$ cat src/rtl/csc_pkg.sv
`timescale 1ns / 1ps

package csc_pkg;

	// fraction bits of the fixed-point coefficients
	localparam int COEF_FRAC_BITS_DEF = 16;
	localparam int COEF_FRAC_BITS_MIN = 10;
	localparam int COEF_FRAC_BITS_MAX = 24;

	// component width and chroma offset
	localparam int COMP_W      = 8;
	localparam int CHROMA_OFS  = 128;
	localparam int COMP_MAX    = 255;

	// direction register codes
	typedef enum logic {
		DIR_RGB2YCC = 1'b0,
		DIR_YCC2RGB = 1'b1
	} dir_t;

	// matrices in units of 1e-4, row = output component, column = input component
	typedef int coef_mat_t [3][3];

	localparam coef_mat_t FWD_E4 = '{
		'{ 2990,  5870,  1140},
		'{-1687, -3313,  5000},
		'{ 5000, -4187,  -813}
	};

	localparam coef_mat_t INV_E4 = '{
		'{10000,     0, 14020},
		'{10000, -3441, -7141},
		'{10000, 17720,     0}
	};

	// c * 1e-4 * 2^frac, rounded to nearest, halves away from zero
	function automatic longint scale_coef(input int c_e4, input int frac);
		longint mag;
		longint q;
		mag = (c_e4 < 0) ? -longint'(c_e4) : longint'(c_e4);
		q   = ((mag << frac) * 2 + 10000) / 20000;
		return (c_e4 < 0) ? -q : q;
	endfunction

endpackage

$ cat src/rtl/color_space_converter_top.sv
`timescale 1ns / 1ps

// Full-range BT.601 RGB <-> YCbCr converter. One pixel (three 8-bit components) per beat;
// a new pixel can be taken every clock while the output is not stalled. The four stages are:
// input register with chroma offset, the nine coefficient multiplies, the three-term sums, and
// rounding / offset / clamp into the output register. Any empty stage absorbs a beat while
// the output is stalled. cfg_data bit 0 selects the direction (0: RGB to YCbCr, 1: YCbCr to
// RGB); cfg_ready is always high, and the direction should only be changed while no pixel is
// in flight.
module color_space_converter_top #(
	parameter int COEF_FRAC_BITS = csc_pkg::COEF_FRAC_BITS_DEF
) (
	input  logic                        clk,
	input  logic                        arst_n,

	input  logic                        cfg_valid,
	output logic                        cfg_ready,
	input  logic                        cfg_data,

	input  logic                        in_valid,
	output logic                        in_stall,
	input  logic [csc_pkg::COMP_W-1:0]  comp_a,
	input  logic [csc_pkg::COMP_W-1:0]  comp_b,
	input  logic [csc_pkg::COMP_W-1:0]  comp_c,

	output logic                        out_valid,
	input  logic                        out_stall,
	output logic [csc_pkg::COMP_W-1:0]  out_a,
	output logic [csc_pkg::COMP_W-1:0]  out_b,
	output logic [csc_pkg::COMP_W-1:0]  out_c
);

	import csc_pkg::*;

	localparam int XW = COMP_W + 1;              // signed operand
	localparam int CW = COEF_FRAC_BITS + 2;      // signed coefficient, |k| < 2
	localparam int PW = CW + XW;                 // product
	localparam int SW = PW + 2;                  // sum of three products
	localparam int RW = SW - COEF_FRAC_BITS;     // rounded integer
	localparam logic signed [SW-1:0] HALF = SW'(longint'(1) << (COEF_FRAC_BITS - 1));

	dir_t direction_q;

	logic adv1, adv2, adv3, adv4;
	logic valid_s1, valid_s2, valid_s3, valid_s4;
	dir_t mode_s1, mode_s2, mode_s3;

	logic signed [XW-1:0] x_s1   [3];
	logic signed [PW-1:0] prod_s2 [3][3];
	logic signed [SW-1:0] sum_s3 [3];
	logic [COMP_W-1:0]    res_s4 [3];

	logic signed [XW-1:0] x_in   [3];
	logic signed [PW-1:0] prod_d [3][3];
	logic signed [SW-1:0] sum_d  [3];
	logic [COMP_W-1:0]    res_d  [3];

	// config
	assign cfg_ready = 1'b1;

	always_ff @(posedge clk or negedge arst_n) begin
		if (!arst_n) begin
			direction_q <= DIR_RGB2YCC;
		end else if (cfg_valid && cfg_ready) begin
			direction_q <= dir_t'(cfg_data);
		end
	end

	// stage advance: a stage moves when the next one moves or is empty
	assign adv4     = !out_stall || !valid_s4;
	assign adv3     = adv4 || !valid_s3;
	assign adv2     = adv3 || !valid_s2;
	assign adv1     = adv2 || !valid_s1;
	assign in_stall = !adv1;

	always_ff @(posedge clk or negedge arst_n) begin
		if (!arst_n) begin
			valid_s1 <= 1'b0;
			valid_s2 <= 1'b0;
			valid_s3 <= 1'b0;
			valid_s4 <= 1'b0;
		end else begin
			if (adv1) valid_s1 <= in_valid;
			if (adv2) valid_s2 <= valid_s1;
			if (adv3) valid_s3 <= valid_s2;
			if (adv4) valid_s4 <= valid_s3;
		end
	end

	// stage 1: operands, chroma offset removed in the inverse direction
	always_comb begin
		x_in[0] = signed'({1'b0, comp_a});
		x_in[1] = signed'({1'b0, comp_b});
		x_in[2] = signed'({1'b0, comp_c});
		if (direction_q == DIR_YCC2RGB) begin
			x_in[1] = x_in[1] - XW'(CHROMA_OFS);
			x_in[2] = x_in[2] - XW'(CHROMA_OFS);
		end
	end

	// stage 2: nine products against the selected matrix (zero terms fold away)
	always_comb begin
		logic signed [CW-1:0] k;
		for (int i = 0; i < 3; i++) begin
			for (int j = 0; j < 3; j++) begin
				if (mode_s1 == DIR_YCC2RGB) begin
					k = CW'(scale_coef(INV_E4[i][j], COEF_FRAC_BITS));
				end else begin
					k = CW'(scale_coef(FWD_E4[i][j], COEF_FRAC_BITS));
				end
				prod_d[i][j] = PW'(k) * PW'(x_s1[j]);
			end
		end
	end

	// stage 3: row sums
	always_comb begin
		for (int i = 0; i < 3; i++) begin
			sum_d[i] = SW'(prod_s2[i][0]) + SW'(prod_s2[i][1]) + SW'(prod_s2[i][2]);
		end
	end

	// stage 4: round half away from zero, chroma offset, clamp
	// negative sums take half-1 so the arithmetic shift rounds the magnitude up at ties
	always_comb begin
		logic signed [SW-1:0] rnd;
		logic signed [RW-1:0] r;
		for (int i = 0; i < 3; i++) begin
			rnd = sum_s3[i] + (sum_s3[i][SW-1] ? (HALF - SW'(1)) : HALF);
			r   = RW'(rnd >>> COEF_FRAC_BITS);
			if (mode_s3 == DIR_RGB2YCC && i > 0) begin
				r = r + RW'(CHROMA_OFS);
			end
			if (r < 0) begin
				res_d[i] = '0;
			end else if (r > RW'(COMP_MAX)) begin
				res_d[i] = COMP_W'(COMP_MAX);
			end else begin
				res_d[i] = r[COMP_W-1:0];
			end
		end
	end

	always_ff @(posedge clk) begin
		if (adv1 && in_valid) begin
			x_s1    <= x_in;
			mode_s1 <= direction_q;
		end
		if (adv2 && valid_s1) begin
			prod_s2 <= prod_d;
			mode_s2 <= mode_s1;
		end
		if (adv3 && valid_s2) begin
			sum_s3  <= sum_d;
			mode_s3 <= mode_s2;
		end
		if (adv4 && valid_s3) begin
			res_s4  <= res_d;
		end
	end

	assign out_valid = valid_s4;
	assign out_a     = res_s4[0];
	assign out_b     = res_s4[1];
	assign out_c     = res_s4[2];

	// an empty output stage never holds back the input
	a_no_stall_when_drained: assert property (@(posedge clk) disable iff (!arst_n)
		!out_valid |-> !in_stall)
		else $error("input stalled with empty output stage");

	// an accepted beat lands in stage 1
	a_accept_fills_s1: assert property (@(posedge clk) disable iff (!arst_n)
		(in_valid && !in_stall) |=> valid_s1)
		else $error("accepted beat lost at stage 1");

	// a blocked stage keeps its beat
	a_s2_held: assert property (@(posedge clk) disable iff (!arst_n)
		(valid_s2 && !adv2) |=> valid_s2)
		else $error("stage 2 beat dropped while blocked");

	a_s3_held: assert property (@(posedge clk) disable iff (!arst_n)
		(valid_s3 && !adv3) |=> (valid_s3 && $stable(sum_s3[0])))
		else $error("stage 3 beat changed while blocked");

endmodule

$ cat config.mk
export PLATFORM = sky130hd
export DESIGN_NAME = color_space_converter_top
export DESIGN_NICKNAME = d
export VERILOG_FILES = /design/src/rtl/csc_pkg.sv /design/src/rtl/color_space_converter_top.sv
export SDC_FILE = /design/constraint.sdc
export NUM_CORES = 2
export LEC_CHECK = 0
export BUFFER_PORTS_ARGS = -buffer_cell sky130_fd_sc_hd__buf_2
export CORE_MARGIN = 5
export CORE_UTILIZATION = 35
export CTS_CLUSTER_DIAMETER = 150
export DETAILED_ROUTE_END_ITERATION = 12
export SETUP_SLACK_MARGIN = 0.05
export SYNTH_ARGS = -nofsm -noshare
export SYNTH_HDL_FRONTEND = slang
export SYNTH_SLANG_ARGS = --single-unit
$ cat constraint.sdc
create_clock -name clk -period 7.4 [get_ports clk]
set_input_delay 1.48 -clock clk [delete_from_list [all_inputs] [get_ports clk]]
set_output_delay 1.48 -clock clk [all_outputs]
set_load 0.1 [all_outputs]
==> run_results.csv <==
group,metric,value,unit
status,status,"finished clean",
final_layout,multi_input_area,27390,um2
floorplan,start_util,35.34,%
flow_run,maxCapViolations,0,
sta,fmax,0.1541,GHz
critical_path,start_kind,"flop",
cts,clock-sinks,352,
synthesis,syn_inst,3695,
critical_path,cp_top_family,"adder cells",
floorplan,die_height,350.2,um
grt,grt_pass1_wl,151.8,mm
critical_path,crit_chain,"nand2b_1 -> inv_1 -> ha_1 -> inv_1 -> fa_1 -> fa_1 -> inv_1 -> fa_1 -> ha_1 -> ha_1 -> a21oi_1 -> o21bai_1 -> a21oi_1 -> o21bai_1 -> a41o_1 -> o41ai_1 -> o2111ai_1 -> a21oi_1 -> xor2_1",
placement,gp_congestion,0.9296,
drt,drtIter0Drc,1273,
cts,clk_pin_slew,0.06,ns
sta,timing.slew.headroom,27.67,%
cts,clock_latency,0.64,ns
cts,clk_path_buf_depth,3,
synthesis,yosysSeqAreaShare,26.03,%
floorplan,die_x,350.2,um
sta,fin_setup_tns,0,ns
sta,setup_viol,0,
cts,htreeDepth,2,
sta,fin_skew,0.03213,ns
synthesis,ys_ff_latch,352,
synthesis,synth_ff_type,"edfxtp_1",
floorplan,design.core.area,114700,um2
floorplan,dieArea,122700,um2
grt,grt_max_degree,100,
synthesis,synth_edf_count,347,
drt,wirelength,95.41,mm
synthesis,syn_area,40510,um2
final_layout,fillCellCount,11100,
cts,post_cts_buffers,0,
grt,gr-total-overflow,0,
sta,finalHoldViolations,0,
drt,vias,25910,
final_layout,fin_nets,5021,
grt,grt_pass1_vias,26880,
grt,antenna_found_initial,2,
final_layout,antenna_cells,0,
sta,worst_pin_slew,1.085,ns
critical_path,worst_path_max_delay_cell,"edfxtp_1",
sta,post-route-period-util,87.70,%
cts,ctsResizeCount,0,
cts,cts_inserted_buffers,47,
drt,drt-wirelength-per-cell,17.80,um
synthesis,synth_top_area_cell,"edfxtp_1",
critical_path,critPathBufInv,3,
sta,final.min_clock_period,6.489,ns
floorplan,row_count,124,
cts,cts_root_buf,"clkbuf_16",
drt,drt-pass1-iter-count,7,
placement,dpl.hpwl,80.57,mm
critical_path,path_class,"flop to flop",
drt,routed_via_density,4.834,
critical_path,crit_path_end_kind,"flop",
floorplan,pin_count,57,
critical_path,cp.required,7.76,ns
synthesis,ys_warn_count,0,
synthesis,syn_area_per_cell,10.96,um2
synthesis,synthTopCellsByArea,"edfxtp_1, fa_1, ha_1",
cts,cts_tree,"yes",
final_layout,final_common_cell,"ha_1",
synthesis,synth_top_area_share,25.72,%
critical_path,worstPathMaxFanout,9,
cts,ctsHoldBuffers,0,
final_layout,area_growth,9.765,%
critical_path,critPathMaxStageDelay,0.75,ns
hold_path,hold_class,"flop to flop",
final_layout,seq_area,10550,um2
critical_path,critPathArrivalTime,6.85,ns
drt,ant_nets,0,
sta,rsz0062_at_grt,"no",
final_layout,layout_common_cells,"ha_1, inv_1, fa_1, edfxtp_1, xnor2_1",
sta,slew_viol_final,0,
synthesis,async_flop_share,1.420,%
synthesis,synth_cell_types,85,
grt,gr-usage-all-layers,15.94,%
final_layout,drive_above_1_share,5.301,%
drt,route.detailed.drc,0,
placement,port_buffers,55,
==> final timing paths <==
kind	from	to	slack (ns)	cells past startpoint
worst max-delay path	x_s1[6]	prod_s2[26]	0.91	19
worst min-delay path	mode_s2	mode_s3	0.42	0
worst max register to register	x_s1[6]	prod_s2[26]	0.91	19
worst min register to register	mode_s2	mode_s3	0.42	0
max in group asynchronous	arst_n	valid_s3	6.62	1
min in group asynchronous	arst_n	direction_q	0.65	1
==> Yosys cell counts (6+ instances only) <==
| cell type | n |
|---|---|
| ha_1 | 710 |
| inv_1 | 681 |
| fa_1 | 468 |
| edfxtp_1 | 347 |
| xnor2_1 | 194 |
| a21oi_1 | 183 |
| nor2_1 | 168 |
| nand2_1 | 151 |
| xor2_1 | 68 |
| o21ai_0 | 63 |
| a21o_1 | 58 |
| nand3_1 | 56 |
| nor3_1 | 53 |
| nand2b_1 | 48 |
| nor2b_1 | 36 |
| and3_1 | 35 |
| clkbuf_1 | 33 |
| and2_1 | 29 |
| or2_2 | 24 |
| o21a_1 | 20 |
| or3_1 | 20 |
| o21ai_1 | 19 |
| o21bai_1 | 19 |
| a211oi_1 | 16 |
| a31oi_1 | 16 |
| o211ai_1 | 16 |
| nand4_1 | 15 |
| a211o_1 | 9 |
| a31o_2 | 9 |
| a21boi_0 | 8 |
| a41o_1 | 7 |
| and4_1 | 7 |
| o31ai_1 | 7 |
| a2111oi_0 | 6 |
==> routing by layer <==
metal | track usage [%] | wire [um]
met2 | 27.18 | 45530
met1 | 21.27 | 43250
met3 | 2.241 | 3730
met4 | 4.606 | 2903
met5 | 0 | 0
==> kinds of logic after synthesis <==
logic type / share of synthesized area (%)
flip-flops: 26.03
XOR/XNOR: 5.664
buffers and inverters: 6.689
AO/OA/AOI/OAI: 8.342
other: 0.01854
multiplexers: 0.1544
adder cells (fa/ha/maj): 45.08
AND/OR/NAND/NOR: 8.027
==> flip-flops by register name (all words and copies together) (netlist names), 8 cells and up <==
name / flops
out_b: 8
prod_s2: 208
out_c: 8
sum_s3: 86
x_s1: 26
out_a: 8
==> cell type report <==
type	instances	area share, %
inverters	682	5.757
repair buffers	78	1.064
multi-input cells	2652	61.58
flip-flops and latches	352	23.71
clock inverters	32	0.9425
clock buffers	52	2.687
well taps	1512	4.254
==> through the flow <==
stage	instance area, um2	hold slack (ns)	setup WS, ns	cells	utilization (%)
after floorplan	40620	0.4003	0.3037	3723	-
after global routing	44470	0.4413	0.4316	5360	38.79
after CTS	44470	0.4209	0.9148	5360	38.79
final	44470	0.4182	0.9105	5360	38.79
after global placement	42860	0.4088	1.061	5276	37.38
after detailed placement	42860	0.4081	0.9763	5276	37.38
Power is left out: the tool's default activity adds up to more than one toggle a clock period on the data nets, which glitch-free logic cannot reach.
